===== config.mk =====
export PLATFORM = sky130hd
export DESIGN_NAME = bssl_pid_stage
export DESIGN_NICKNAME = d
export VERILOG_FILES = /design/src/rtl/bssl_pkg.sv /design/src/rtl/bssl_pid_stage.sv
export SDC_FILE = /design/constraint.sdc
export NUM_CORES = 2
export LEC_CHECK = 0
export BUFFER_PORTS_ARGS = -buffer_cell sky130_fd_sc_hd__clkbuf_2
export CORE_MARGIN = 4
export CORE_UTILIZATION = 50
export DETAILED_ROUTE_END_ITERATION = 12
export PLACE_DENSITY = 0.66
export SLEW_MARGIN = 20
export SYNTH_ARGS = -nofsm -noshare
export SYNTH_HDL_FRONTEND = slang
export SYNTH_SLANG_ARGS = --single-unit

===== constraint.sdc =====
create_clock -name clock -period 12.52 [get_ports clock]
set_input_delay 0 -clock clock [delete_from_list [all_inputs] [get_ports clock]]
set_output_delay 0 -clock clock [all_outputs]
set_load 0.005 [all_outputs]

===== src/rtl/bssl_pkg.sv =====
// ----------------------------------------------------------------------------
// bssl_pkg
// shared types, constants and commutation tables of the bldc speed loop
// ----------------------------------------------------------------------------
`default_nettype none

package bssl_pkg;

   // default pwm scale for one full accumulator (+1.0)
   localparam int unsigned DUTY_SCALE_DEFAULT = 1024;

   // accumulator format
   localparam int ACC_W      = 32;
   localparam int ACC_FRAC_W = 30;

   // field widths
   localparam int VEL_W    = 16;
   localparam int ERR_W    = 17;
   localparam int GAIN_W   = 32;
   localparam int HALL_W   = 3;
   localparam int MODE_W   = 2;
   localparam int MODES_W  = 6;
   localparam int DUTY_W   = 11;
   localparam int SECTOR_W = 3;

   // largest duty the result field carries
   localparam logic [DUTY_W-1:0] DUTY_MAX = '1;

   // csr register indexes
   localparam int CSR_INDEX_W = 8;
   localparam logic [CSR_INDEX_W-1:0] CSR_KP_GAIN   = 8'd0;
   localparam logic [CSR_INDEX_W-1:0] CSR_KI_GAIN   = 8'd1;
   localparam logic [CSR_INDEX_W-1:0] CSR_KD_GAIN   = 8'd2;
   localparam logic [CSR_INDEX_W-1:0] CSR_REF_COUNT = 8'd3;

   // csr reset values
   localparam logic signed [GAIN_W-1:0] KP_GAIN_RESET   = 32'sd32212;
   localparam logic signed [GAIN_W-1:0] KI_GAIN_RESET   = 32'sd3221;
   localparam logic signed [GAIN_W-1:0] KD_GAIN_RESET   = 32'sd0;
   localparam logic signed [VEL_W-1:0]  REF_COUNT_RESET = 16'sd0;

   // phase gate modes
   localparam logic [MODE_W-1:0] MODE_PWM = 2'd0;
   localparam logic [MODE_W-1:0] MODE_OFF = 2'd1;
   localparam logic [MODE_W-1:0] MODE_LOW = 2'd2;

   // sector meaning no valid hall code
   localparam logic [SECTOR_W-1:0] SECTOR_NONE = 3'd0;

   localparam logic [MODES_W-1:0] MODES_ALL_OFF = {MODE_OFF, MODE_OFF, MODE_OFF};
   localparam logic [MODES_W-1:0] MODES_ALL_LOW = {MODE_LOW, MODE_LOW, MODE_LOW};

   // result of the pid stage, handed to the commutation stage
   typedef struct packed {
      logic signed [ACC_W-1:0] acc;
      logic                    full_speed;
      logic [SECTOR_W-1:0]     hall_sector;
   } pid_result_type;

   // hall1 hall2 hall3 to sector
   function automatic logic [SECTOR_W-1:0] hall_to_sector(input logic [HALL_W-1:0] code);
      logic [SECTOR_W-1:0] s;
      case (code)
         3'b001:  s = 3'd1;
         3'b010:  s = 3'd3;
         3'b011:  s = 3'd2;
         3'b100:  s = 3'd5;
         3'b101:  s = 3'd6;
         3'b110:  s = 3'd4;
         default: s = SECTOR_NONE;
      endcase
      return s;
   endfunction

   // packed modes: phase c in the top bits, phase a in the bottom bits
   function automatic logic [MODES_W-1:0] ccw_modes(input logic [SECTOR_W-1:0] sector);
      logic [MODES_W-1:0] m;
      case (sector)
         3'd1:    m = {MODE_LOW, MODE_OFF, MODE_PWM};
         3'd2:    m = {MODE_LOW, MODE_PWM, MODE_OFF};
         3'd3:    m = {MODE_OFF, MODE_PWM, MODE_LOW};
         3'd4:    m = {MODE_PWM, MODE_OFF, MODE_LOW};
         3'd5:    m = {MODE_PWM, MODE_LOW, MODE_OFF};
         3'd6:    m = {MODE_OFF, MODE_LOW, MODE_PWM};
         default: m = '0;
      endcase
      return m;
   endfunction

   function automatic logic [MODES_W-1:0] cw_modes(input logic [SECTOR_W-1:0] sector);
      logic [MODES_W-1:0] m;
      case (sector)
         3'd1:    m = {MODE_LOW, MODE_PWM, MODE_OFF};
         3'd2:    m = {MODE_OFF, MODE_PWM, MODE_LOW};
         3'd3:    m = {MODE_PWM, MODE_OFF, MODE_LOW};
         3'd4:    m = {MODE_PWM, MODE_LOW, MODE_OFF};
         3'd5:    m = {MODE_OFF, MODE_LOW, MODE_PWM};
         3'd6:    m = {MODE_LOW, MODE_OFF, MODE_PWM};
         default: m = '0;
      endcase
      return m;
   endfunction

endpackage

`default_nettype wire


===== src/rtl/bssl_pid_stage.sv =====
// ----------------------------------------------------------------------------
// bssl_pid_stage
// incremental pid step on the velocity error, clamped q1.30 accumulator
// ----------------------------------------------------------------------------
`default_nettype none

module bssl_pid_stage (
   input  wire logic                                  clock,
   input  wire logic                                  reset,
   input  wire logic                                  step,
   input  wire logic signed [bssl_pkg::VEL_W-1:0]     velocity_count,
   input  wire logic [bssl_pkg::HALL_W-1:0]           hall_bits,
   input  wire logic signed [bssl_pkg::GAIN_W-1:0]    kp_gain,
   input  wire logic signed [bssl_pkg::GAIN_W-1:0]    ki_gain,
   input  wire logic signed [bssl_pkg::GAIN_W-1:0]    kd_gain,
   input  wire logic signed [bssl_pkg::VEL_W-1:0]     ref_count,
   output bssl_pkg::pid_result_type                   result
);

   localparam int PROD_W = bssl_pkg::GAIN_W + bssl_pkg::ERR_W;
   localparam int SUM_W  = PROD_W + 3;
   localparam logic signed [SUM_W-1:0] ACC_ONE     = SUM_W'(64'sd1 <<< bssl_pkg::ACC_FRAC_W);
   localparam logic signed [SUM_W-1:0] ACC_NEG_ONE = -ACC_ONE;

   logic signed [bssl_pkg::ERR_W-1:0] err_last_ff, err_last_in;
   logic signed [bssl_pkg::ERR_W-1:0] err_prev_ff, err_prev_in;
   logic signed [bssl_pkg::ACC_W-1:0] acc_ff, acc_in;
   bssl_pkg::pid_result_type          result_ff, result_in;

   logic signed [bssl_pkg::ERR_W-1:0] err_now;
   logic signed [PROD_W-1:0]          prod_i, prod_p, prod_d;
   logic signed [SUM_W-1:0]           sum;
   logic signed [SUM_W-1:0]           sum_clamped;
   logic                              clamped;

   always_comb begin
      err_now = bssl_pkg::ERR_W'(ref_count) - bssl_pkg::ERR_W'(velocity_count);
      prod_i  = PROD_W'(ki_gain) * PROD_W'(err_now);
      prod_p  = PROD_W'(kp_gain) * PROD_W'(err_last_ff);
      prod_d  = PROD_W'(kd_gain) * PROD_W'(err_prev_ff);
      sum     = SUM_W'(acc_ff) + SUM_W'(prod_i) + SUM_W'(prod_p) + SUM_W'(prod_d);

      clamped     = 1'b0;
      sum_clamped = sum;
      if (sum >= ACC_ONE) begin
         sum_clamped = ACC_ONE;
         clamped     = 1'b1;
      end else if (sum < ACC_NEG_ONE) begin
         sum_clamped = ACC_NEG_ONE;
         clamped     = 1'b1;
      end

      err_last_in = err_last_ff;
      err_prev_in = err_prev_ff;
      acc_in      = acc_ff;
      result_in   = result_ff;
      if (step) begin
         err_last_in           = err_now;
         err_prev_in           = err_last_ff;
         acc_in                = bssl_pkg::ACC_W'(sum_clamped);
         result_in.acc         = bssl_pkg::ACC_W'(sum_clamped);
         result_in.full_speed  = clamped;
         result_in.hall_sector = bssl_pkg::hall_to_sector(hall_bits);
      end
   end

   always_ff @(posedge clock) begin
      if (reset) begin
         err_last_ff <= '0;
         err_prev_ff <= '0;
         acc_ff      <= '0;
      end else begin
         err_last_ff <= err_last_in;
         err_prev_ff <= err_prev_in;
         acc_ff      <= acc_in;
      end
   end

   always_ff @(posedge clock) begin
      result_ff <= result_in;
   end

   assign result = result_ff;

endmodule

`default_nettype wire


# After elaboration in Yosys (flattened, before gate mapping)
# Index checks and enable logic that the tools add are counted.
# W data, S select, Z words.
# totals
ff_bits	102
output_inout_bits	36
elab_cells	25
# classes
n_addsub	4
mul	3
magnitude_cmp	2
eq_ne	6
n_mux	4
# op_table
operator	n
$mul A32 B17 Y49	3
$mux W32	2
$add A51 B49 Y52	1
$ge A52 B32 Y1 const B	1
$lt A52 B31 Y1 const B	1
$add A50 B49 Y51	1
$add A32 B49 Y50	1
$pmux W3 S6	1
$sub A16 B16 Y17	1
$eq A3 B3 Y1 const B	3
$eq A3 B2 Y1 const B	2
$eq A3 B1 Y1 const B	1
$mux W1	1

# Logic depth before layout (Yosys ltp)
# depth
word_depth	8
mapped_depth	45

# Least setup slack after synthesis
# No wires, ideal clock.
# synth_timing
path_kind	input-to-reg
startpoint	input port ref_count[0] in the netlist's numbering
endpoint	register acc_ff[12] in the netlist's numbering
setup_ps	70
t_arrival_ps	10213
setup_slack_ps	2236
path_stages	40
cell_sequence	inv_1 > ha_1 > fa_1 > nor2b_1 > o21ai_0 > a21boi_0 > o21ai_0 > a21boi_0 > o2111ai_1 > a31oi_1 > a21o_1 > a21oi_1 > xnor2_1 > clkbuf_1 > and2_1 > fa_1 > fa_1 > fa_1 > [4 not listed] > inv_1 > fa_1 > inv_1 > fa_1 > ha_1 > nand2_1 > nor3b_2 > a22oi_1 > o221ai_2 > nor3_2 > or3b_4 > a2111oi_2 > nand4_1 > nor4b_4 > a22oi_2 > buf_6 > or3_1 > a21oi_1
# synth_between
elab_chain_cells	8
# synth_lines
item	line_no	source
from (decl)	bssl_pid_stage.sv:16	input wire logic signed [bssl_pkg::VEL_W-1:0] ref_count,
$sub A16 B16 Y17 *	bssl_pid_stage.sv:37	err_now = bssl_pkg::ERR_W'(ref_count) - bssl_pkg::ERR_W'(velocity_count);
$mul A32 B17 Y49 *	bssl_pid_stage.sv:38	prod_i = PROD_W'(ki_gain) * PROD_W'(err_now);
$add A32 B49 Y50 *	bssl_pid_stage.sv:41	sum = SUM_W'(acc_ff) + SUM_W'(prod_i) + SUM_W'(prod_p) + SUM_W'(prod_d);
$add A50 B49 Y51 *	bssl_pid_stage.sv:41	
$add A51 B49 Y52 *	bssl_pid_stage.sv:41	
$lt A52 B31 Y1	bssl_pid_stage.sv:48	end else if (sum < ACC_NEG_ONE) begin
$mux W32	bssl_pid_stage.sv:48	
$mux W32 *	bssl_pid_stage.sv:45	if (sum >= ACC_ONE) begin
to (signal assigned)	bssl_pid_stage.sv:75	acc_ff <= acc_in;
to (decl)	bssl_pid_stage.sv:27	logic signed [bssl_pkg::ACC_W-1:0] acc_ff, acc_in;
# Every way passes the cells marked *; elsewhere a longest branch is shown, timed or not.
# A chain may end at the register's enable or synchronous reset.

# Worst setup path after layout
# layout_timing
startpoint	input port velocity_count[1] in the netlist's numbering
endpoint	register acc_ff[6] in the netlist's numbering
# layout_between
elab_chain_cells	8
# layout_lines
item	line_no	source
from (decl)	bssl_pid_stage.sv:11	input wire logic signed [bssl_pkg::VEL_W-1:0] velocity_count,
$sub A16 B16 Y17 *	bssl_pid_stage.sv:37	
$mul A32 B17 Y49 *	bssl_pid_stage.sv:38	
$add A32 B49 Y50 *	bssl_pid_stage.sv:41	
$add A50 B49 Y51 *	bssl_pid_stage.sv:41	
$add A51 B49 Y52 *	bssl_pid_stage.sv:41	
$lt A52 B31 Y1	bssl_pid_stage.sv:48	
$mux W32	bssl_pid_stage.sv:48	
$mux W32 *	bssl_pid_stage.sv:45	
# Marks and branches as above.

==> results.yml <==
run_status:
  outcome: "complete, no violations"
logic_synthesis:
  syn_nets: 8799
  synth_edf_count: 36
  ys_types: 81
  ys.flop_type: "dfxtp_1"
  synth_top_area_cell: "fa_1"
  async_reset_ff_frac: 0
  ys_top_cells_by_area: "fa_1 60%, inv_1 10%, nand2_1 7.4%, ha_1 5.8%, and2_1 3.6%"
  syn_area_um2: 61910
  ys_ff_latch: 102
  synth_most_common_cell: "fa_1"
  synth.avg_cell_area_um2: 9.471
  seq_area_frac_synth: 0.03880
  yosysWarnings: 0
  synthTopCellsByCount: "1842 x fa_1, 1643 x inv_1, 1213 x nand2_1, 355 x and2_1, 313 x clkbuf_1"
  synthCells: 6537
  synth_top_area_frac: 0.5956
sta:
  rsz0062_at_grt: "no"
  fin_crit_ns: 11.68
  maxSlewHeadroom: 0.2575
  fmaxAchievable_ghz: 0.08562
  clock_skew_ns: 0.02117
  hold_viol: 0
  worst_pin_slew_ns: 1.106
  setup_viol: 0
  slew_viol_final: 0
  post-route-period-util: 0.9328
  setup-tns-final_ns: 0
grt:
  grt_pass1_wl_um: 285300
  grt-ovfl-total: 0
  grt_use_total: 0.2855
  grt_max_degree: 67
  use_met1: 0.4433
  grtUsageMet2: 0.4025
  grt_pass1_vias: 47370
  met3_usage: 0.08390
  grt_antenna_before_repair: 5
  busiest_layer: "met1"
hold_path:
  hold_depth: 1
  min_to: "result[0]$_DFFE_PP_"
  min_from: "step"
  hp-class: "input port to flop"
critical_path:
  crit_top_cell: "fa_1"
  r2r_slack_ns: 1.77
  endpoint_kind: "flop"
  reg2reg_to: "acc_ff[6]$_SDFFE_PP0P_"
  cpMaxStageDelayCell: "fa_1"
  r2r_start: "err_last_ff[4]$_SDFFE_PP0P_"
  worstRegToRegCells: 28
  cpPeakStageDelay_ns: 0.59
  critPathArrivalTime_ns: 11.98
  critical_path_class: "input port to flop"
  crit_required_ns: 12.82
  crit_path_start_kind: "input port"
  cp_max_fo: 61
clock_tree:
  cts_sinks: 102
  clk_latency_ns: 0.40
  cts_made_buffers: 9
  cts_tree: "done"
  cts_root_buf: "clkbuf_16"
  cts_max_level: 3
  cts_setup_buffers: 0
  clkTransAtPathRegs_ns: 0.08
  cts_buffer_depth: 2
route:
  first_iter_violations: 3654
  via_per_inst: 5.348
  drtAntennaViolNets: 0
  dr.pass1.iters: 8
  drc: 0
  wl_per_cell_um: 21.76
  vias: 43340
  totalWireLength_um: 176400
floorplan:
  initial_utilization: 0.5060
  placementRows: 128
  core_um2: 122400
  die_y_um: 359.9
  io_pins: 170
  die_area_um2: 129500
  die_w_um: 359.9
finish:
  multi_input_area_um2: 52190
  drive_gt1_frac: 0.04771
  fin_nets: 8734
  register_area_um2: 2406
  fillers: 11110
  syn_to_final_growth_pct: 4.349
job:
  cap_violations: 0
placement:
  dpl.hpwl_um: 153600
  portBuffers: 169
  globalplace.congestion: 0.9277
[cells by family after synthesis]
family | synth area share
fa+ha+maj | 0.6534
simple gates | 0.1465
buf+inv | 0.1197
compound gates | 0.02593
flops | 0.03880
xor+xnor | 0.009417
mux | 0.006204
[layout make-up]
type / count / area share
inverters: 1643 / 0.09546
multi-input cells: 4467 / 0.8079
repair buffers: 249 / 0.02316
diodes: 2 / 0.00007747
clock inverters: 4 / 0.0005423
well taps: 1625 / 0.03147
clock buffers: 12 / 0.004145
flip-flops and latches: 102 / 0.03724
[state kept, by name, summed over array words and instances (netlist names)]
name / cells
acc_ff: 32
err_prev_ff: 17
result: 36
err_last_ff: 17
[routing by layer]
| layer | vias to the layer above | wire [um] |
|---|---|---|
| met2 | 1946 | 73290 |
| met1 | 22780 | 79190 |
| met3 | 224 | 20100 |
| met4 | 2 | 3785 |
| met5 | - | 12 |
| li1 | 18400 | - |
[layout by cell type, fill, tap and decap left out, drive strengths merged, types with 12 or more instances in the layout]
master	instances
nand3	15
and3	12
nor2b	41
and2	355
nor3	21
clkbuf	180
buf	77
nand2b	98
xnor2	41
mux2i	35
nand2	1213
nor2	157
or3	28
inv	1645
edfxtp	36
ha	286
o21a	13
o21ai	47
xor2	23
a211oi	12
dfxtp	66
a21oi	87
a21o	19
fa	1842
[stage by stage]
step,hold WS [ns],util,setup WS (ns),cell area [um^2],cells
final,0.1511,0.5280,0.8411,64600,8104
after detailed placement,0.3623,0.5252,0.3772,64260,8082
after global routing,0.1675,0.5280,0.03285,64600,8104
after floorplan,0.1125,-,2.236,61910,6537
after global placement,0.3543,0.5252,0.5377,64260,8082
after CTS,0.1609,0.5280,0.7568,64600,8102
[timing repair]
action | 4_1_cts | 5_1_grt
resized for setup | 0 | 1
endpoints found under the hold margin | 3 | 0
setup endpoints to repair | 0 | 24
hold buffers | 4 | 0
[worst max path at each step]
stage	cells past startpoint	end	from	slack (ns)
floorplan	40	acc_ff[12]$_SDFFE_PP0P_	ref_count[0]	2.24
global placement	40	acc_ff[5]$_SDFFE_PP0P_	ref_count[0]	0.54
detailed placement	39	acc_ff[6]$_SDFFE_PP0P_	ref_count[0]	0.38
CTS	40	acc_ff[6]$_SDFFE_PP0P_	ref_count[0]	0.76
global route	41	acc_ff[5]$_SDFFE_PP0P_	ref_count[0]	0.03
finish	40	acc_ff[6]$_SDFFE_PP0P_	velocity_count[1]	0.84
[critical path, delay by kind of cell]
family                   cells  cell delay [ns]
adder cells (fa/ha/maj)     11             5.22
AO/OA/AOI/OAI               16             4.08
AND/OR/NAND/NOR              5             1.44
buffers and inverters        6             0.82
XOR/XNOR                     2             0.34
Power is left out: the tool's default activity adds up to more than one toggle a clock period on the data nets, which glitch-free logic cannot reach.
