==> config.mk <==
export PLATFORM = sky130hd
export DESIGN_NAME = bssl_commutator
export DESIGN_NICKNAME = d
export VERILOG_FILES = /design/src/rtl/bssl_pkg.sv /design/src/rtl/bssl_commutator.sv
export SDC_FILE = /design/constraint.sdc
export NUM_CORES = 1
export LEC_CHECK = 0
export ABC_AREA = 1
export CAP_MARGIN = 20
export CORE_MARGIN = 1
export CORE_UTILIZATION = 40
export DETAILED_ROUTE_END_ITERATION = 8
export DONT_BUFFER_PORTS = 1
export GPL_TIMING_DRIVEN = 0
export HOLD_SLACK_MARGIN = 0.03
export PLACE_DENSITY = 0.5
export SETUP_SLACK_MARGIN = 0.4
export SYNTH_ARGS = -nofsm -noshare
export SYNTH_HDL_FRONTEND = slang
export SYNTH_SLANG_ARGS = --single-unit
==> constraint.sdc <==
create_clock -name clock -period 3.3 [get_ports clock]
set_input_delay 0 -clock clock [delete_from_list [all_inputs] [get_ports clock]]
set_output_delay 0 -clock clock [all_outputs]
set_load 0.01 [all_outputs]
==> src/rtl/bssl_pkg.sv <==
// ----------------------------------------------------------------------------
// bssl_pkg
// shared types, constants and commutation tables of the bldc speed loop
// ----------------------------------------------------------------------------
`default_nettype none

package bssl_pkg;

   // default pwm scale for one full accumulator (+1.0)
   localparam int unsigned DUTY_SCALE_DEFAULT = 1024;

   // accumulator format
   localparam int ACC_W      = 32;
   localparam int ACC_FRAC_W = 30;

   // field widths
   localparam int VEL_W    = 16;
   localparam int ERR_W    = 17;
   localparam int GAIN_W   = 32;
   localparam int HALL_W   = 3;
   localparam int MODE_W   = 2;
   localparam int MODES_W  = 6;
   localparam int DUTY_W   = 11;
   localparam int SECTOR_W = 3;

   // largest duty the result field carries
   localparam logic [DUTY_W-1:0] DUTY_MAX = '1;

   // csr register indexes
   localparam int CSR_INDEX_W = 8;
   localparam logic [CSR_INDEX_W-1:0] CSR_KP_GAIN   = 8'd0;
   localparam logic [CSR_INDEX_W-1:0] CSR_KI_GAIN   = 8'd1;
   localparam logic [CSR_INDEX_W-1:0] CSR_KD_GAIN   = 8'd2;
   localparam logic [CSR_INDEX_W-1:0] CSR_REF_COUNT = 8'd3;

   // csr reset values
   localparam logic signed [GAIN_W-1:0] KP_GAIN_RESET   = 32'sd32212;
   localparam logic signed [GAIN_W-1:0] KI_GAIN_RESET   = 32'sd3221;
   localparam logic signed [GAIN_W-1:0] KD_GAIN_RESET   = 32'sd0;
   localparam logic signed [VEL_W-1:0]  REF_COUNT_RESET = 16'sd0;

   // phase gate modes
   localparam logic [MODE_W-1:0] MODE_PWM = 2'd0;
   localparam logic [MODE_W-1:0] MODE_OFF = 2'd1;
   localparam logic [MODE_W-1:0] MODE_LOW = 2'd2;

   // sector meaning no valid hall code
   localparam logic [SECTOR_W-1:0] SECTOR_NONE = 3'd0;

   localparam logic [MODES_W-1:0] MODES_ALL_OFF = {MODE_OFF, MODE_OFF, MODE_OFF};
   localparam logic [MODES_W-1:0] MODES_ALL_LOW = {MODE_LOW, MODE_LOW, MODE_LOW};

   // result of the pid stage, handed to the commutation stage
   typedef struct packed {
      logic signed [ACC_W-1:0] acc;
      logic                    full_speed;
      logic [SECTOR_W-1:0]     hall_sector;
   } pid_result_type;

   // hall1 hall2 hall3 to sector
   function automatic logic [SECTOR_W-1:0] hall_to_sector(input logic [HALL_W-1:0] code);
      logic [SECTOR_W-1:0] s;
      case (code)
         3'b001:  s = 3'd1;
         3'b010:  s = 3'd3;
         3'b011:  s = 3'd2;
         3'b100:  s = 3'd5;
         3'b101:  s = 3'd6;
         3'b110:  s = 3'd4;
         default: s = SECTOR_NONE;
      endcase
      return s;
   endfunction

   // packed modes: phase c in the top bits, phase a in the bottom bits
   function automatic logic [MODES_W-1:0] ccw_modes(input logic [SECTOR_W-1:0] sector);
      logic [MODES_W-1:0] m;
      case (sector)
         3'd1:    m = {MODE_LOW, MODE_OFF, MODE_PWM};
         3'd2:    m = {MODE_LOW, MODE_PWM, MODE_OFF};
         3'd3:    m = {MODE_OFF, MODE_PWM, MODE_LOW};
         3'd4:    m = {MODE_PWM, MODE_OFF, MODE_LOW};
         3'd5:    m = {MODE_PWM, MODE_LOW, MODE_OFF};
         3'd6:    m = {MODE_OFF, MODE_LOW, MODE_PWM};
         default: m = '0;
      endcase
      return m;
   endfunction

   function automatic logic [MODES_W-1:0] cw_modes(input logic [SECTOR_W-1:0] sector);
      logic [MODES_W-1:0] m;
      case (sector)
         3'd1:    m = {MODE_LOW, MODE_PWM, MODE_OFF};
         3'd2:    m = {MODE_OFF, MODE_PWM, MODE_LOW};
         3'd3:    m = {MODE_PWM, MODE_OFF, MODE_LOW};
         3'd4:    m = {MODE_PWM, MODE_LOW, MODE_OFF};
         3'd5:    m = {MODE_OFF, MODE_LOW, MODE_PWM};
         3'd6:    m = {MODE_LOW, MODE_OFF, MODE_PWM};
         default: m = '0;
      endcase
      return m;
   endfunction

endpackage

`default_nettype wire

==> src/rtl/bssl_commutator.sv <==
// ----------------------------------------------------------------------------
// bssl_commutator
// duty scaling and six-step phase selection, result register
// ----------------------------------------------------------------------------
`default_nettype none

module bssl_commutator #(
   parameter int unsigned DUTY_SCALE = bssl_pkg::DUTY_SCALE_DEFAULT
) (
   input  wire logic                                clock,
   input  wire logic                                reset,
   input  wire logic                                step,
   input  wire bssl_pkg::pid_result_type            pid,
   output logic [bssl_pkg::MODES_W-1:0]             phase_modes,
   output logic [bssl_pkg::DUTY_W-1:0]              duty_magnitude,
   output logic                                     spin_direction,
   output logic                                     full_speed,
   output logic [bssl_pkg::SECTOR_W-1:0]            hall_sector
);

   localparam int SCALE_W = $clog2(DUTY_SCALE + 1);
   localparam int MAG_W   = bssl_pkg::ACC_W - 1;
   localparam int PROD_W  = MAG_W + SCALE_W;
   localparam logic [SCALE_W-1:0] SCALE = SCALE_W'(DUTY_SCALE);

   logic [bssl_pkg::MODES_W-1:0]  held_ff, held_in;
   logic [bssl_pkg::DUTY_W-1:0]   duty_ff, duty_in;
   logic                          dir_ff, dir_in;
   logic                          full_ff, full_in;
   logic [bssl_pkg::SECTOR_W-1:0] sector_ff, sector_in;

   logic [MAG_W-1:0]  acc_abs;
   logic [PROD_W-1:0] scaled;
   logic [31:0]       duty_wide;
   logic              duty_zero;
   logic              cw;

   always_comb begin
      // |acc| never exceeds 2^30, so it fits one bit less than acc
      acc_abs   = pid.acc[bssl_pkg::ACC_W-1] ? MAG_W'(-pid.acc) : MAG_W'(pid.acc);
      scaled    = PROD_W'(acc_abs) * PROD_W'(SCALE);
      // truncation toward zero: scale the magnitude then drop the fraction
      duty_wide = 32'(scaled >> bssl_pkg::ACC_FRAC_W);
      duty_zero = (duty_wide == 32'd0);
      cw        = !duty_zero && !pid.acc[bssl_pkg::ACC_W-1];

      held_in   = held_ff;
      duty_in   = duty_ff;
      dir_in    = dir_ff;
      full_in   = full_ff;
      sector_in = sector_ff;
      if (step) begin
         if (pid.hall_sector != bssl_pkg::SECTOR_NONE) begin
            held_in = cw ? bssl_pkg::cw_modes(pid.hall_sector)
                         : bssl_pkg::ccw_modes(pid.hall_sector);
         end
         if (duty_zero) begin
            held_in = bssl_pkg::MODES_ALL_LOW;
         end
         duty_in   = (duty_wide > 32'(bssl_pkg::DUTY_MAX)) ? bssl_pkg::DUTY_MAX
                                                          : bssl_pkg::DUTY_W'(duty_wide);
         dir_in    = cw;
         full_in   = pid.full_speed;
         sector_in = pid.hall_sector;
      end
   end

   always_ff @(posedge clock) begin
      if (reset) begin
         held_ff <= bssl_pkg::MODES_ALL_OFF;
      end else begin
         held_ff <= held_in;
      end
   end

   always_ff @(posedge clock) begin
      duty_ff   <= duty_in;
      dir_ff    <= dir_in;
      full_ff   <= full_in;
      sector_ff <= sector_in;
   end

   assign phase_modes    = held_ff;
   assign duty_magnitude = duty_ff;
   assign spin_direction = dir_ff;
   assign full_speed     = full_ff;
   assign hall_sector    = sector_ff;

endmodule

`default_nettype wire
# Word level (Yosys, flattened, before mapping)
# Cells that the tools add are included.
# word_totals
regBits	22
inputBits	39
out_inout_bits	22
word_cells	26
# op_classes
addsub	1
order_cmp	1
eq_ne	6
muxes	6
reduce_logical	7
# ops
op	n
$pmux W6 S6	2
$logic_not A32 Y1	1
$mux W31	1
$neg A31 Y31	1
$mux W6	3
$gt A11 B11 Y1 const B	1
$eq A3 B3 Y1 const B	3
$eq A3 B2 Y1 const B	2
$eq A3 B1 Y1 const B	1
$reduce_bool A3 Y1	1
$logic_not A1 Y1	2
$reduce_and A2 Y1	1
$reduce_bool A2 Y1	1
$logic_and A1 B1 Y1	1

# Depth between registers and ports, before layout
# depth
ltp_word	8
depth_mapped	17
mapped_depth_nobuf	17

# Worst setup path before layout
# Ideal clock, no wire load.
# synth_timing
path_kind	input to register
from	input pid[19] in the netlist's numbering
to	register dir_ff (netlist: spin_direction) (data pin)
setup_ns	0.254
t_arrival_ns	1.078
required_time_ns	3.046
setup_slack_ns	1.968
cell_stages	12
n_path_buf	0
path_cell_list	nor2_1 nand2_1 nor2_1 nand3_1 nand3b_1 nand2_2 nor2_1 nand2_1 nor2_4 nand2_4 nand2_1 inv_1
# synth_between
elab_chain_len	5
# synth_rtl
element	line_no	text
start: declaration	bssl_commutator.sv:13	input wire bssl_pkg::pid_result_type pid,
$neg A31 Y31	bssl_commutator.sv:40	acc_abs = pid.acc[bssl_pkg::ACC_W-1] ? MAG_W'(-pid.acc) : MAG_W'(pid.acc);
$mux W31	bssl_commutator.sv:40	
$logic_not A32 Y1	bssl_commutator.sv:44	duty_zero = (duty_wide == 32'd0);
$logic_not A1 Y1	bssl_commutator.sv:45	cw = !duty_zero && !pid.acc[bssl_pkg::ACC_W-1];
$logic_and A1 B1 Y1	bssl_commutator.sv:45	
net cw	bssl_commutator.sv:36	logic cw;
end signal: assignment	bssl_commutator.sv:78	dir_ff <= dir_in;
end: declaration	bssl_commutator.sv:28	logic dir_ff, dir_in;
# The timed path passes the listed nets, and every way through them passes these cells.
# A chain may end at the register's enable or synchronous reset.

# Worst setup path after layout
# layout_timing
from	input pid[32] in the netlist's numbering
to	register held_ff (netlist bit phase_modes[0])
# layout_between
elab_chain_len	8
word_cells_on_any_way	10
classes_between	add/sub (1); mux (4); reduce/logical (5)
# layout_rtl
element	line_no	text
$neg A31 Y31	bssl_commutator.sv:40	
$mux W31 *	bssl_commutator.sv:40	
$logic_not A32 Y1 *	bssl_commutator.sv:44	
$logic_not A1 Y1	bssl_commutator.sv:45	
$logic_and A1 B1 Y1	bssl_commutator.sv:45	
$mux W6	bssl_commutator.sv:54	held_in = cw ? bssl_pkg::cw_modes(pid.hall_sector)
$mux W6	bssl_commutator.sv:53	if (pid.hall_sector != bssl_pkg::SECTOR_NONE) begin
$mux W6	bssl_commutator.sv:57	if (duty_zero) begin
end signal: assignment	bssl_commutator.sv:70	held_ff <= bssl_pkg::MODES_ALL_OFF;
end signal: assignment	bssl_commutator.sv:72	held_ff <= held_in;
end: declaration	bssl_commutator.sv:26	logic [bssl_pkg::MODES_W-1:0] held_ff, held_in;
# Mark *: on every way between the ends. The rest lies on a longest branch, timed or not. The select of a mux whose other input is x is not followed.

==> results_dict.tcl <==
set metrics [dict create \
    p_seq_share_pct 49.9 \
    cp_cell_sequence "dlygate4sd3_1 -> inv_1 -> nand3_1 -> nand2_1 -> nand2_1 -> nand2_1 -> nand4_2 -> nor2_4 -> nand2_4 -> nand2_4 -> nand2_4 -> a21oi_1 -> dlygate4sd3_1 -> nand2_1 -> dlygate4sd3_1" \
    numCtsBuffers 3 \
    cp_max_fo 8 \
    hp-start "pid[31]" \
    std_cell_rows 22 \
    globalRouteTotalUtil_pct 20.9 \
    rrSetupSlack_ns 1.50 \
    critPathLaunchType "primary input" \
    timing.rr.start "phase_modes[0]" \
    yosysMostFrequentCell "nand2_1" \
    syn_inst 247 \
    initial_core_util_pct 43.3 \
    status "finished clean" \
    grt_pass1_wl_um 6980 \
    yosysTopAreaCellShare_pct 29.2 \
    nets 310 \
    synthToLayoutAreaGrowth_pct 19.3 \
    rsz0062_at_grt "false" \
    hold_path.class "primary input to register" \
    gp_congestion 0.885 \
    final_hold_viol_count 0 \
    port_buffers 0 \
    htreeDepth 1 \
    yosys.cell_types.count 24 \
    synthArstFlopShare_pct 0 \
    endpoint_kind "register" \
    fillers 392 \
    clock.fmax_ghz 0.378 \
    ir_drop_mv 0.179 \
    seq_area_frac_synth_pct 36.5 \
    via_count 1554 \
    drtIter0Drc 83 \
    drive_gt1_share_pct 14.4 \
    whs_endpoint "duty_magnitude[7]" \
    cts.sink_count 22 \
    drc 0 \
    holdPathStages 3 \
    wl_met2_um 1940 \
    pwr-share-comb_pct 18.0 \
    synth-edff-count 16 \
    finalSetupTns_ns 0 \
    ios 61 \
    syn_area_um2 1640 \
    detail_route.wl_per_cell_um 13.0 \
    cts-root-buf "clkbuf_8" \
    grt_start_max_net_pins 20 \
    clockPowerShare_pct 32.1 \
    synth.area.top_cells "edfxtp_1 (29%), nand2_1 (16%), nor2_1 (11%), dfxtp_1 (7.3%), nand3_1 (6.4%)" \
    highest_layer "met4" \
    final_util_pct 51.6 \
    cpMostUsedCell "nand2_1" \
    max-cap-violations 0 \
    path_clk_slew_ns 0.09 \
    ys.flop_type "edfxtp_1" \
    ys_ff_latch 22 \
    dieArea_um2 4370 \
    route.met3.wl_um 200 \
    die_w_um 66.1 \
    cpPeakStageDelay_ns 0.57 \
    finClkSkew_ns 0 \
    setup.worst_path.start "pid[32]" \
    grt.overflow.total 0 \
    antenna_cells 0 \
    cp.required_ns 3.45 \
    tightestPinTransition_ns 0.914 \
    dp.cells 295 \
    period_needed_ns 2.64 \
    fin_cells 318 \
    synth_top_area_cell "edfxtp_1" \
    post-cts-setup-buffers 0 \
    viasPerCell 4.89 \
    avgSynthCellArea_um2 6.66 \
    swShare_pct 26.7 \
    p_per_area_nw_per_um2 354 \
    ant_nets 0 \
    p_int_mw 0.508 \
    clkLatencyLatePin_ns 0.26 \
    p_leak_nw 0.857 \
    wl_um 4140 \
    max-clock-path-buffers 2 \
    crit_family "buffers and inverters" \
    critPathKind "primary input to register" \
    ys_warn_count 0 \
    period_share_pct 80.1 \
    slowest_stage "dlygate4sd3_1" \
    dp_hpwl_um 3260 \
    crit_arrival_ns 2.80 \
    ys_top_cells_by_count "nand2_1 (72), nor2_1 (49), inv_1 (26), nand3_1 (21), edfxtp_1 (16)" \
    synth_nets 286 \
    fp.dieH_um 66.1 \
    grt_antenna_before_repair 0 \
    core_area_um2 3800 \
    tritoncts "yes" \
    slew_violations 0 \
    regToRegEndpoint "phase_modes[0]" \
    slew-limit-headroom_pct 38.8 \
    grt_pass1_vias 1597 \
    p_sw_mw 0.185 \
    dr.pass1.iters 4 \
    setup_viol 0 \
    reg2reg_depth 4 \
    crit_buf_inv 4 \
    wl_met1_um 1970 \
]
-- kinds of logic after synthesis --
kind of cell	after synthesis	synth area share, %
buf+inv	32	7.61
compound gates	14	4.41
flops	22	36.5
simple gates	179	51.4
-- final cells by class --
type / instances / area [µm²] / share of cell area [%]
Tap cell: 48 / 60.1 / 3.06
Timing Repair Buffer: 19 / 190 / 9.70
Clock buffer: 4 / 66.3 / 3.38
Sequential cell: 22 / 601 / 30.6
Multi-Input combinational cell: 193 / 918 / 46.8
Inverter: 30 / 113 / 5.74
Buffer: 2 / 12.5 / 0.638
-- repair_timing --
item / CTS / global route
hold buffers: 19 / 0
endpoints found under the hold margin: 37 / 0
endpoints found under the setup margin: 0 / 0
gates resized for setup: 0 / 0
-- worst max-delay path by stage --
stage	end	slack, ns	depth (start not counted)
3_3_place_gp	phase_modes[0]	1.71	14
5_1_grt	phase_modes[0]	0.43	15
4_1_cts	phase_modes[0]	0.70	15
6_report	phase_modes[0]	0.66	15
2_1_floorplan	spin_direction	1.97	12
3_5_place_dp	phase_modes[2]	1.67	14
-- layout by cell type, fill, tap and decap left out, types with 5 or more instances in the layout --
cell           netlist  layout
nand3_1             21      21
dlygate4sd3_1        0      19
o21ai_0              5       5
a21oi_1              7       7
dfxtp_1              6       6
inv_1               26      26
nand2_2             12      12
nand2_1             72      72
nor2_2               7       7
nor2_1              49      49
nor2_4               5       5
edfxtp_1            16      16
-- power groups by stage --
stage / clock, mW / sequential, mW / combinational (mW)
after global routing: 0.235 / 0.350 / 0.143
after detailed placement: 0 / 0.353 / 0.101
after floorplan: 0 / 0.350 / 0.0836
after global placement: 0 / 0.351 / 0.0979
after CTS: 0.226 / 0.347 / 0.126
final: 0.222 / 0.346 / 0.125
-- state kept, by name, summed over array words and instances (netlist names) --
signal / flops
full_speed: 1
spin_direction: 1
hall_sector: 3
duty_magnitude: 11
phase_modes: 6
-- metal layers --
metal,global-route usage [%],vias to the layer above
met4,4.79,0
met1,26.8,684
met5,0,-
li1,-,825
met3,4.14,2
met2,35.8,43
-- worst register-to-register path: stages, from the launching register on --
cell,delay [ns]
dfxtp_1,0.36
a21oi_1,0.15
dlygate4sd3_1,0.56
nand2_1,0.04
dlygate4sd3_1,0.56
-- metrics by stage --
stage | worst slack [ns] | power (mW) | instance area (µm²) | hold slack, ns
floorplan | 1.97 | 0.433 | 1640 | 0.0884
CTS | 0.702 | 0.698 | 1960 | 0.0329
detailed placement | 1.67 | 0.454 | 1700 | 0.0940
finish | 0.658 | 0.694 | 1960 | 0.0376
global route | 0.429 | 0.728 | 1960 | 0.0555
global placement | 1.71 | 0.449 | 1700 | 0.0931
Note: power is estimated with default switching activity, not from simulation.
